### config.mk
export PLATFORM = sky130hd
export DESIGN_NAME = led_chain_frame_serializer_flat
export DESIGN_NICKNAME = d
export VERILOG_FILES = /design/src/rtl/lcfs_pkg.sv /design/src/rtl/lcfs_in_if.sv /design/src/rtl/lcfs_out_if.sv /design/src/rtl/lcfs_cfg_if.sv /design/src/rtl/lcfs_packer.sv /design/src/rtl/lcfs_emitter.sv /design/src/rtl/led_chain_frame_serializer.sv /design/src/flat_wrapper.sv
export SDC_FILE = /design/constraint.sdc
export NUM_CORES = 1
export LEC_CHECK = 0
export BUFFER_PORTS_ARGS = -buffer_cell sky130_fd_sc_hd__buf_2
export CORE_UTILIZATION = 45
export DETAILED_ROUTE_END_ITERATION = 7
export GPL_TIMING_DRIVEN = 0
export SLEW_MARGIN = 20
export SYNTH_ARGS = -nofsm -noshare
export SYNTH_HDL_FRONTEND = slang
export SYNTH_SLANG_ARGS = --single-unit
### constraint.sdc
create_clock -name i_clk -period 6.5 [get_ports i_clk]
set_input_delay 0.65 -clock i_clk [delete_from_list [all_inputs] [get_ports i_clk]]
set_output_delay 0.65 -clock i_clk [all_outputs]
set_load 0.05 [all_outputs]
### src/rtl/lcfs_pkg.sv
`timescale 1ns / 1ps
// ----------------------------------------------------------------------------
// lcfs_pkg
// types and constants shared by the led chain frame serializer
// ----------------------------------------------------------------------------
package lcfs_pkg;

    localparam int unsigned COLOR_W     = 24;
    localparam int unsigned COUNT_W     = 11;
    localparam int unsigned BYTE_W      = 8;
    localparam int unsigned PEND_W      = 7;
    localparam int unsigned ACC_W       = PEND_W + COLOR_W + 1;
    localparam int unsigned SHIFT_W     = 5;

    // bits per led: delimiter plus 24 color bits
    localparam logic [5:0] LED_BITS     = 6'd25;
    localparam logic       DELIM_BIT    = 1'b1;
    // header pad count 6 or more gives seven leading zero bytes, else six
    localparam logic [2:0] PAD_LONG_MIN = 3'd6;
    localparam logic [2:0] HDR_BYTES_S  = 3'd6;
    localparam logic [2:0] HDR_BYTES_L  = 3'd7;
    // 50 header bits leave 2 bits beyond whole bytes
    localparam logic [2:0] HDR_REM      = 3'd2;

    typedef struct packed {
        logic [ACC_W-1:0]   acc;
        logic [SHIFT_W-1:0] shift;
        logic [2:0]         zero_bytes;
        logic [2:0]         data_bytes;
        logic               frame_end;
    } t_job;

    typedef struct packed {
        logic busy;
        logic zero_phase;
    } t_emit_status;

endpackage

### src/rtl/lcfs_in_if.sv
`timescale 1ns / 1ps
// ----------------------------------------------------------------------------
// lcfs_in_if
// color request channel
// ----------------------------------------------------------------------------
interface lcfs_in_if;
    logic                          valid;
    logic                          ready;
    logic [lcfs_pkg::COLOR_W-1:0]  color;

    modport source (output valid, output color, input ready);
    modport sink   (input valid, input color, output ready);
endinterface

### src/rtl/lcfs_out_if.sv
`timescale 1ns / 1ps
// ----------------------------------------------------------------------------
// lcfs_out_if
// byte stream request channel
// ----------------------------------------------------------------------------
interface lcfs_out_if;
    logic                         valid;
    logic                         ready;
    logic [lcfs_pkg::BYTE_W-1:0]  data_byte;
    logic                         last_in_item;
    logic                         last_of_frame;

    modport source (output valid, output data_byte, output last_in_item,
                    output last_of_frame, input ready);
    modport sink   (input valid, input data_byte, input last_in_item,
                    input last_of_frame, output ready);
endinterface

### src/rtl/lcfs_cfg_if.sv
`timescale 1ns / 1ps
// ----------------------------------------------------------------------------
// lcfs_cfg_if
// led count register write channel
// ----------------------------------------------------------------------------
interface lcfs_cfg_if;
    logic                          valid;
    logic                          ready;
    logic [lcfs_pkg::COUNT_W-1:0]  led_count;

    modport source (output valid, output led_count, input ready);
    modport sink   (input valid, input led_count, output ready);
endinterface

### src/rtl/lcfs_packer.sv
`timescale 1ns / 1ps
// ----------------------------------------------------------------------------
// lcfs_packer
// frame state and per-led bit packing into a byte job
// ----------------------------------------------------------------------------
module lcfs_packer #(
    parameter int unsigned MAX_LEDS = 1024
) (
    input  logic                          i_clk,
    input  logic                          i_rst_n,
    input  logic                          i_cfg_we,
    input  logic [lcfs_pkg::COUNT_W-1:0]  i_cfg_count,
    input  logic                          i_accept,
    input  logic [lcfs_pkg::COLOR_W-1:0]  i_color,
    output lcfs_pkg::t_job                o_job
);

    logic [lcfs_pkg::COUNT_W-1:0] r_led_count, n_led_count;
    logic [lcfs_pkg::PEND_W-1:0]  r_pend_bits, n_pend_bits;
    logic [2:0]                   r_pend_cnt, n_pend_cnt;
    logic [lcfs_pkg::COUNT_W-1:0] r_led_index, n_led_index;

    logic [lcfs_pkg::COUNT_W-1:0] eff_count;
    logic [lcfs_pkg::COUNT_W-1:0] idx;
    logic                         first;
    logic                         frame_end;
    logic [2:0]                   pad;
    logic [2:0]                   pc0;
    logic [lcfs_pkg::PEND_W-1:0]  pb0;
    logic [24:0]                  word;
    logic [lcfs_pkg::ACC_W-1:0]   acc;
    logic [5:0]                   cnt;
    logic [lcfs_pkg::PEND_W-1:0]  mask;

    always_comb begin
        if (r_led_count == '0) begin
            eff_count = lcfs_pkg::COUNT_W'(1);
        end else if ({6'd0, r_led_count} > 17'(MAX_LEDS)) begin
            eff_count = lcfs_pkg::COUNT_W'(MAX_LEDS);
        end else begin
            eff_count = r_led_count;
        end

        idx       = (r_led_index >= eff_count) ? '0 : r_led_index;
        first     = (idx == '0);
        frame_end = (({1'b0, idx} + 12'd1) >= {1'b0, eff_count});

        // 25n + 50 is n + 2 mod 8, pad the header up to a byte boundary
        pad = 3'd6 - eff_count[2:0];
        pc0 = first ? (pad + lcfs_pkg::HDR_REM) : r_pend_cnt;
        pb0 = first ? '0 : r_pend_bits;

        // sent as blue, red, green
        word = {lcfs_pkg::DELIM_BIT, i_color[7:0], i_color[23:16], i_color[15:8]};
        acc  = {pb0, word};
        cnt  = {3'd0, pc0} + lcfs_pkg::LED_BITS;
        mask = (lcfs_pkg::PEND_W'(1) << cnt[2:0]) - lcfs_pkg::PEND_W'(1);

        o_job.acc        = acc;
        o_job.shift      = lcfs_pkg::SHIFT_W'(cnt - 6'd8);
        o_job.zero_bytes = first ? ((pad >= lcfs_pkg::PAD_LONG_MIN) ?
                                    lcfs_pkg::HDR_BYTES_L : lcfs_pkg::HDR_BYTES_S)
                                 : 3'd0;
        o_job.data_bytes = cnt[5:3];
        o_job.frame_end  = frame_end;
    end

    always_comb begin
        n_led_count = r_led_count;
        n_pend_bits = r_pend_bits;
        n_pend_cnt  = r_pend_cnt;
        n_led_index = r_led_index;
        if (i_cfg_we) begin
            // a new count aborts the frame in progress
            n_led_count = i_cfg_count;
            n_pend_bits = '0;
            n_pend_cnt  = '0;
            n_led_index = '0;
        end else if (i_accept) begin
            if (frame_end) begin
                n_pend_bits = '0;
                n_pend_cnt  = '0;
                n_led_index = '0;
            end else begin
                n_pend_bits = acc[lcfs_pkg::PEND_W-1:0] & mask;
                n_pend_cnt  = cnt[2:0];
                n_led_index = idx + lcfs_pkg::COUNT_W'(1);
            end
        end
    end

    always_ff @(posedge i_clk) begin
        if (!i_rst_n) begin
            r_led_count <= lcfs_pkg::COUNT_W'(1);
            r_pend_bits <= '0;
            r_pend_cnt  <= '0;
            r_led_index <= '0;
        end else begin
            r_led_count <= n_led_count;
            r_pend_bits <= n_pend_bits;
            r_pend_cnt  <= n_pend_cnt;
            r_led_index <= n_led_index;
        end
    end

endmodule

### src/rtl/lcfs_emitter.sv
`timescale 1ns / 1ps
// ----------------------------------------------------------------------------
// lcfs_emitter
// job register feeding an output register one byte per cycle while not stalled
// ----------------------------------------------------------------------------
module lcfs_emitter (
    input  logic                    i_clk,
    input  logic                    i_rst_n,
    input  logic                    i_load,
    input  lcfs_pkg::t_job          i_job,
    output logic                    o_in_ready,
    output lcfs_pkg::t_emit_status  o_status,
    lcfs_out_if.source              o_out
);

    logic                           r_busy, n_busy;
    logic [lcfs_pkg::ACC_W-1:0]     r_acc, n_acc;
    logic [lcfs_pkg::SHIFT_W-1:0]   r_shift, n_shift;
    logic [2:0]                     r_zleft, n_zleft;
    logic [2:0]                     r_dleft, n_dleft;
    logic                           r_fe, n_fe;

    logic                           r_ov, n_ov;
    logic [lcfs_pkg::BYTE_W-1:0]    r_byte, n_byte;
    logic                           r_lii, n_lii;
    logic                           r_lof, n_lof;

    logic                           emit;
    logic                           last_data;
    logic                           done;
    logic [lcfs_pkg::BYTE_W-1:0]    shifted;

    always_comb begin
        emit      = r_busy && (!r_ov || o_out.ready);
        last_data = (r_zleft == 3'd0) && (r_dleft == 3'd1);
        done      = emit && last_data;
        shifted   = lcfs_pkg::BYTE_W'(r_acc >> r_shift);

        o_in_ready          = !r_busy || done;
        o_status.busy       = r_busy;
        o_status.zero_phase = r_busy && (r_zleft != 3'd0);

        n_busy  = r_busy;
        n_acc   = r_acc;
        n_shift = r_shift;
        n_zleft = r_zleft;
        n_dleft = r_dleft;
        n_fe    = r_fe;
        if (i_load) begin
            n_busy  = 1'b1;
            n_acc   = i_job.acc;
            n_shift = i_job.shift;
            n_zleft = i_job.zero_bytes;
            n_dleft = i_job.data_bytes;
            n_fe    = i_job.frame_end;
        end else if (done) begin
            n_busy = 1'b0;
        end else if (emit) begin
            if (r_zleft != 3'd0) begin
                n_zleft = r_zleft - 3'd1;
            end else begin
                n_dleft = r_dleft - 3'd1;
                n_shift = r_shift - lcfs_pkg::SHIFT_W'(8);
            end
        end

        n_ov   = emit ? 1'b1 : (o_out.ready ? 1'b0 : r_ov);
        n_byte = r_byte;
        n_lii  = r_lii;
        n_lof  = r_lof;
        if (emit) begin
            n_byte = (r_zleft != 3'd0) ? '0 : shifted;
            n_lii  = last_data;
            n_lof  = last_data && r_fe;
        end
    end

    always_ff @(posedge i_clk) begin
        if (!i_rst_n) begin
            r_busy <= 1'b0;
            r_ov   <= 1'b0;
        end else begin
            r_busy <= n_busy;
            r_ov   <= n_ov;
        end
    end

    always_ff @(posedge i_clk) begin
        r_acc   <= n_acc;
        r_shift <= n_shift;
        r_zleft <= n_zleft;
        r_dleft <= n_dleft;
        r_fe    <= n_fe;
        r_byte  <= n_byte;
        r_lii   <= n_lii;
        r_lof   <= n_lof;
    end

    assign o_out.valid         = r_ov;
    assign o_out.data_byte     = r_byte;
    assign o_out.last_in_item  = r_lii;
    assign o_out.last_of_frame = r_lof;

endmodule

### src/rtl/led_chain_frame_serializer.sv
`timescale 1ns / 1ps
// the first byte of a taken color passes the job register, then the byte output register
// throughput: one byte per cycle unless the output stalls; a color gives 3 or 4 bytes,
// a frame's first 9 to 10 with its leading zero bytes; the output register sets the pace
// a new color is taken in the cycle its predecessor's last byte leaves the job register
// reset: synchronous active low, clears frame position and pending bits, led count to 1
// ----------------------------------------------------------------------------
// led_chain_frame_serializer
// packs per-led colors into the byte stream of an led chain frame
// ----------------------------------------------------------------------------
module led_chain_frame_serializer #(
    parameter int unsigned MAX_LEDS = 1024
) (
    input  logic        i_clk,
    input  logic        i_rst_n,
    lcfs_in_if.sink     i_in,
    lcfs_cfg_if.sink    i_cfg,
    lcfs_out_if.source  o_out
);

    lcfs_pkg::t_job          job;
    lcfs_pkg::t_emit_status  emit_status;
    logic                    in_ready;
    logic                    in_accept;
    logic                    cfg_we;

    // register writes are taken at once; the user must issue them only while idle, unchecked
    assign i_cfg.ready = 1'b1;
    assign cfg_we      = i_cfg.valid;

    // a color request is taken whenever the job register frees up this cycle
    assign i_in.ready = in_ready;
    assign in_accept  = i_in.valid && in_ready;

    // frame position, pending bits and the packing of one led into a job
    lcfs_packer #(
        .MAX_LEDS    (MAX_LEDS)
    ) u_packer (
        .i_clk       (i_clk),
        .i_rst_n     (i_rst_n),
        .i_cfg_we    (cfg_we),
        .i_cfg_count (i_cfg.led_count),
        .i_accept    (in_accept),
        .i_color     (i_in.color),
        .o_job       (job)
    );

    // header zero bytes first, then the completed data bytes, msb first
    lcfs_emitter u_emitter (
        .i_clk       (i_clk),
        .i_rst_n     (i_rst_n),
        .i_load      (in_accept),
        .i_job       (job),
        .o_in_ready  (in_ready),
        .o_status    (emit_status),
        .o_out       (o_out)
    );

    // the frame end byte always closes its color
    a_frame_end_closes_item: assert property (@(posedge i_clk) disable iff (!i_rst_n)
        (o_out.valid && o_out.last_of_frame) |-> o_out.last_in_item)
        else $error("frame end byte without item end");

    // a taken color occupies the job register next cycle
    a_accept_loads_job: assert property (@(posedge i_clk) disable iff (!i_rst_n)
        (i_in.valid && i_in.ready) |=> emit_status.busy)
        else $error("accepted color did not load a job");

    // a stalled output keeps the job in progress
    a_stall_holds_job: assert property (@(posedge i_clk) disable iff (!i_rst_n)
        (emit_status.busy && o_out.valid && !o_out.ready) |=> emit_status.busy)
        else $error("job dropped under output stall");

    // header zero bytes only come from a live job, which holds off new colors
    a_zero_phase_busy: assert property (@(posedge i_clk) disable iff (!i_rst_n)
        emit_status.zero_phase |-> (emit_status.busy && !i_in.ready))
        else $error("header phase outside a job");

endmodule
### src/flat_wrapper.sv
// flat-port wrapper written by rule: the top's interface ports become plain ports
module led_chain_frame_serializer_flat 
#(
    parameter int unsigned MAX_LEDS = 1024
)
  (i_clk, i_rst_n, i_in_valid, i_in_color, i_in_ready, i_cfg_valid, i_cfg_led_count, i_cfg_ready, o_out_valid, o_out_data_byte, o_out_last_in_item, o_out_last_of_frame, o_out_ready);
  lcfs_in_if i_in_i ();
  lcfs_cfg_if i_cfg_i ();
  lcfs_out_if o_out_i ();
  input  logic i_clk;
  input  logic i_rst_n;
  input wire logic [$bits(i_in_i.valid)-1:0] i_in_valid;
  input wire logic [$bits(i_in_i.color)-1:0] i_in_color;
  output wire logic [$bits(i_in_i.ready)-1:0] i_in_ready;
  input wire logic [$bits(i_cfg_i.valid)-1:0] i_cfg_valid;
  input wire logic [$bits(i_cfg_i.led_count)-1:0] i_cfg_led_count;
  output wire logic [$bits(i_cfg_i.ready)-1:0] i_cfg_ready;
  output wire logic [$bits(o_out_i.valid)-1:0] o_out_valid;
  output wire logic [$bits(o_out_i.data_byte)-1:0] o_out_data_byte;
  output wire logic [$bits(o_out_i.last_in_item)-1:0] o_out_last_in_item;
  output wire logic [$bits(o_out_i.last_of_frame)-1:0] o_out_last_of_frame;
  input wire logic [$bits(o_out_i.ready)-1:0] o_out_ready;
  assign i_in_i.valid = i_in_valid;
  assign i_in_i.color = i_in_color;
  assign i_in_ready = i_in_i.ready;
  assign i_cfg_i.valid = i_cfg_valid;
  assign i_cfg_i.led_count = i_cfg_led_count;
  assign i_cfg_ready = i_cfg_i.ready;
  assign o_out_valid = o_out_i.valid;
  assign o_out_data_byte = o_out_i.data_byte;
  assign o_out_last_in_item = o_out_i.last_in_item;
  assign o_out_last_of_frame = o_out_i.last_of_frame;
  assign o_out_i.ready = o_out_ready;
  led_chain_frame_serializer #(.MAX_LEDS(MAX_LEDS)) u_core (.i_clk(i_clk), .i_rst_n(i_rst_n), .i_in(i_in_i), .i_cfg(i_cfg_i), .o_out(o_out_i));
endmodule
* After elaboration in Yosys (flattened, before gate mapping) *
Cells that the tools add are included.

storage, ports and cells
  bits in registers = 87
  bits of input ports = 40
  output and inout port bits = 13

operators by class
  add/subtract/negate cells = 10
  magnitude comparators = 4
  equality and inequality tests = 3
  shift operators = 2
  mux-type cells = 25
  bitwise gates (word level) = 2
  reductions and logical operators = 20

operators with widths
  operator                                               count
  two-way mux 11 bit                                     4
  two-way mux 3 bit                                      11
  >> shifter 32 x 5 -> 8 bit                             1
  zero test 11 bit                                       2
  two-way mux 5 bit                                      4
  adder 11 x 1 -> 12 bit, second input constant          1
  >= comparator 12 x 11 -> 1 bit                         1
  adder 11 x 1 -> 11 bit, second input constant          1
  >= comparator 11 bit                                   1
  greater-than comparator 11 bit, second input constant  1
  subtractor 5 x 4 -> 5 bit, second input constant       2
  nonzero test 2 bit                                     4
  AND 7 bit                                              1
  two-way mux 7 bit                                      1
  left shift 1 x 3 -> 7 bit, first input constant        1
  subtractor 7 x 2 -> 7 bit, second input constant       1
  adder 3 x 5 -> 6 bit, second input constant            1
  AND reduction 3 bit                                    2
  subtractor 3 x 1 -> 3 bit, second input constant       2
  logical AND 1 bit                                      5
  two-way mux 1 bit                                      5
  inequality test 2 x 1 -> 1 bit, second input constant  2
  adder 3 x 2 -> 3 bit, second input constant            1
  equality test 3 x 1 -> 1 bit, second input constant    1
  other kinds (8)                                        10

* Longest topological paths before layout *
  word-level depth = 12
  depth in mapped cells = 28
  mapped depth without buffers = 26

* Cells and area by module *
From an unflattened synthesis, not the netlist that was laid out.

second synthesis, totals
  cells, all modules = 599
  area total of the unflattened synthesis = 6097.1 um^2

by module, submodules not included
  module                      times used  cells each  area each (um^2)
  lcfs_emitter                1           234         3238.1
  lcfs_packer                 1           362         2841.5
  led_chain_frame_serializer  1           3           17.5

* Least setup slack after synthesis *
OpenSTA, ideal clock, no wires.

  kind = register -> register
  start point = register u_core.u_packer.r_led_count[4] in the netlist's numbering
  end point = register u_core.u_packer.r_led_index[7] in the netlist's numbering
  setup time = 101 ps
  arrival time = 4583 ps
  setup slack = 1816 ps
  stages on the path, launching flop included = 28
  cell sequence = dfxtp_1 > nor4_1 > nand3_1 > o21ai_0 > nand2_1 > ha_1 > nand4_1 > a21oi_1 > o31ai_1 > and2_1 > clkbuf_1 > nand2_1 > inv_1 > ha_1 > and3_1 > clkbuf_1 > nand2_1 > nor2_1 > xnor2_1 > nor2_1 > ha_1 > a21oi_1 > o21ai_0 > a21oi_1 > nand3_1 > nor2_1 > nand2_1 > o41ai_1

between the ends
  longest elaborated chain between the ends = 8
  elaborated cells on any way between the ends = 10
  those cells by class = add/sub: 2; order compare: 3; mux: 4; reduce/logical: 1

RTL lines
  item                            line                text
  start: declaration              lcfs_packer.sv:18   logic [lcfs_pkg::COUNT_W-1:0] r_led_count, n_led_count;
  start signal: assignment        lcfs_packer.sv:94   r_led_count <= lcfs_pkg::COUNT_W'(1);
  start signal: assignment        lcfs_packer.sv:99   r_led_count <= n_led_count;
  greater-than comparator 11 bit  lcfs_packer.sv:38   end else if ({6'd0, r_led_count} > 17'(MAX_LEDS)) begin
  two-way mux 11 bit              lcfs_packer.sv:38
  two-way mux 11 bit (*)          lcfs_packer.sv:36   if (r_led_count == '0) begin
  >= comparator 11 bit            lcfs_packer.sv:44   idx = (r_led_index >= eff_count) ? '0 : r_led_index;
  two-way mux 11 bit              lcfs_packer.sv:44
  adder 11 x 1 -> 12 bit          lcfs_packer.sv:46   frame_end = (({1'b0, idx} + 12'd1) >= {1'b0, eff_count});
  >= comparator 12 x 11 -> 1 bit  lcfs_packer.sv:46
  two-way mux 11 bit (*)          lcfs_packer.sv:80   if (frame_end) begin
  end signal: assignment          lcfs_packer.sv:102  r_led_index <= n_led_index;
  end: declaration                lcfs_packer.sv:21   logic [lcfs_pkg::COUNT_W-1:0] r_led_index, n_led_index;

Every way passes the cells marked *; elsewhere a longest branch is shown, timed or not.
A chain may end at the register's enable or synchronous reset.

* Worst setup path after layout *
Ends and elaborated chain as after synthesis.

==> results.py <==
metrics = {
    "outcome": {
        "status": "complete, no violations",
    },
    "detailed_routing": {
        "ant_nets": 0,
        "drc": 0,
        "totalWireLength_um": 12620,
        "drt-initial-drc-count": 240,
        "wl_per_cell_um": 16.63,
        "viasPerCell": 5.636,
        "num_vias": 4278,
        "drtPass1Iterations": 5,
    },
    "global_routing": {
        "use_met2": 0.2959,
        "grt_pass1_wl_um": 20760,
        "antenna_found_initial": 0,
        "met3_usage": 0.04357,
        "gr-usage-all-layers": 0.2077,
        "grt_max_degree": 32,
        "grt_overflow": 0,
        "grt_pass1_vias": 4080,
        "met1_usage": 0.3175,
        "grt_busiest_layer": "met1",
    },
    "sta": {
        "hold_viol": 0,
        "layout_setup_ws_ps": 739.0,
        "tightest_slew_ps": 817.1,
        "setup_viol": 0,
        "rsz0062_at_grt": "no",
        "period_share": 0.8863,
        "finalSetupTns_ps": 0,
        "slew_viol_final": 0,
        "maxSlewHeadroom": 0.4506,
        "fmax_ghz": 0.1736,
        "layout_min_cycle_time_ps": 5761,
        "skew_ps": 7.256,
    },
    "die": {
        "die_height_um": 113.5,
        "die_w_um": 113.5,
        "start_util": 0.4641,
        "ios": 53,
        "core_mm2": 0.01206,
        "rows": 40,
        "die_area_mm2": 0.01289,
    },
    "logic_synthesis": {
        "postSynth.asyncResetShare": 0,
        "yosys.area_share.xor_xnor": 0.01878,
        "synth-seq-area-share": 0.4059,
        "synth.avg_cell_area_um2": 10.68,
        "synth_area_mm2": 0.005598,
        "yosysWarnings": 0,
        "synth_top_family_by_area": "multiplexers",
        "synth_seq_cells": 87,
        "synth_compound_area_frac": 0.1001,
        "synth-edff-count": 53,
        "synth_cell_types": 51,
        "synth_fa_ha_area_frac": 0.08494,
        "syn-num-nets": 602,
        "synth_cells": 524,
        "synthFlopType": "edfxtp_1",
        "muxShareOfSynthArea": 0.1965,
        "yosys.area_share.simple": 0.1531,
    },
    "critical_path": {
        "cp-startpoint": "u_core.u_packer.r_led_count[4]",
        "r2r-end": "u_core.u_packer.r_led_index[7]",
        "path_class": "flop to flop",
        "cp.required_ps": 6750,
        "cp.arrival_ps": 6010,
        "r2r_cells": 26,
        "cp-start-kind": "flop",
        "endpoint_kind": "flop",
        "r2r_slack_ps": 740,
        "crit_path_max_fanout": 8,
        "r2r-start": "u_core.u_packer.r_led_count[4]",
    },
    "hold_path": {
        "hold_path_startpoint": "u_core.u_packer.r_pend_bits[6]",
        "hold_path.class": "flop to flop",
        "worstHoldPathCells": 2,
        "hold_end": "u_core.u_packer.r_pend_bits[6]",
    },
    "layout": {
        "nNetsFinal": 664,
        "diodes": 0,
        "drive_gt1_frac": 0.1912,
        "areaGrowthSynthToFinish_pct": 14.08,
        "final_common_cell": "buf_2",
        "final_cell_mix": "55 x buf_2, 53 x edfxtp_1, 47 x nand2_1, 38 x ha_1",
    },
    "clocking": {
        "numCtsBuffers": 9,
        "holdBufCountCts": 0,
        "cts_resized": 0,
        "cts_tree": "done",
        "clock_path_buffers": 2,
        "htree_levels": 3,
        "root_buffer": "clkbuf_16",
        "clock_latency_ps": 340,
        "post_cts_buffers": 0,
        "cts_sinks": 87,
        "path_clk_slew_ps": 70,
    },
    "placement": {
        "dp_hpwl_um": 9901,
        "preCtsSetupSlack_ps": 780.3,
        "io_buffers": 50,
        "place.gp.congestion": 0.8763,
    },
    "power": {
        "power_density_mw_per_mm2": 255.5,
        "vdd_drop_max_uv": 102.1,
        "leakagePower_uw": 0.002511,
    },
    "job": {
        "cap_violations": 0,
    },
}
[logic make-up (layout without fill, tap and decap cells)]
group | count (synthesis) | count (layout)
fa+ha+maj | 38 | 38
mux | 68 | 68
flops | 87 | 87
xor+xnor | 12 | 12
other cells | 1 | 1
buf+inv | 57 | 124
compound gates | 91 | 91
simple gates | 170 | 170
[state kept, by name, summed over array words and instances (netlist names), 5 cells and up]
register / flops
u_core.u_emitter.r_shift: 5
u_core.u_packer.r_pend_bits: 7
u_core.u_packer.r_led_index: 11
u_core.u_packer.r_led_count: 11
u_core.u_emitter.o_out.data_byte: 8
u_core.u_emitter.r_acc: 31
[metrics by stage]
stage	cells	hold slack, ps	util	total power (uW)	area (um2)
floorplan	524	427.3	-	1001	5598
global placement	742	439.8	0.5023	1096	6058
detailed placement	743	446.8	0.5040	1109	6080
CTS	759	454.6	0.5295	1639	6386
global route	759	470.4	0.5295	1718	6386
finish	759	457.6	0.5295	1632	6386
[cells in the mapped netlist (all sizes together), types with 3 or more instances]
library cell / instances / share of area
mux4: 33 / 0.13
buf: 10 / 0.0085
a21oi: 34 / 0.030
xnor2: 10 / 0.016
o21ai: 24 / 0.022
nor3b: 3 / 0.0040
a21o: 4 / 0.0054
edfxtp: 53 / 0.28
nor2b: 15 / 0.017
nand2: 47 / 0.032
o41ai: 3 / 0.0047
inv: 24 / 0.016
o211ai: 6 / 0.0080
nand2b: 11 / 0.012
and3: 4 / 0.0045
clkbuf: 22 / 0.015
o22ai: 3 / 0.0034
dfxtp: 34 / 0.12
nor2: 28 / 0.019
a211oi: 5 / 0.0067
ha: 38 / 0.085
nand3: 18 / 0.016
and2: 12 / 0.013
mux2i: 33 / 0.059
nand4: 8 / 0.0089
nor3: 14 / 0.013
and4: 3 / 0.0047
[power by group]
part | total, uW | internal, uW | leakage, uW | switching, uW
registers | 653 | 630 | 0.000788 | 22.3
clock network | 531 | 310 | 0.000145 | 221
logic | 449 | 199 | 0.00158 | 249
[metal layers]
layer	up-vias	share of wire	wire length, um
met5	-	0	0
met4	0	0.012	155
met3	16	0.059	741
met2	128	0.42	5300
met1	2060	0.51	6424
li1	2074	-	-
[worst max-delay path by stage]
stage | depth (start not counted) | endpoint | slack (ps)
floorplan | 27 | u_core.u_packer.r_led_index[7] | 1820
global placement | 26 | u_core.u_packer.r_led_index[7] | 860
detailed placement | 26 | u_core.u_packer.r_led_index[7] | 780
CTS | 26 | u_core.u_packer.r_led_index[7] | 760
global route | 26 | u_core.u_packer.r_led_index[7] | 100
finish | 26 | u_core.u_packer.r_led_index[7] | 740
[area by class of cell]
cell class              instances  area, um2
clock buffers                  10      239.0
repair buffers                 51      270.3
well taps                     168      210.2
multi-input cells             380       3102
fillers                      1071       5675
flip-flops and latches         87       2272
plain buffers                  32      131.4
inverters                      25      93.84
clock inverters                 6      67.56
[critical path, stage by stage (launching register included)]
cell	delay, ps
dfxtp_1	330
nor4_1	270
nand3_1	130
a21oi_1	500
ha_1	240
nand3b_1	100
a21oi_1	80
o31ai_1	270
and2_1	170
clkbuf_1	230
nand2_1	140
inv_1	90
ha_1	260
and3_1	180
clkbuf_1	270
nand2_1	130
nor2_1	190
xnor2_1	140
nor2_1	70
ha_1	310
a21oi_1	130
o21ai_0	110
a21oi_1	190
nand3_1	250
nor2_1	330
nand2_1	250
o41ai_1	290
Note: power is estimated with default switching activity, not from simulation.
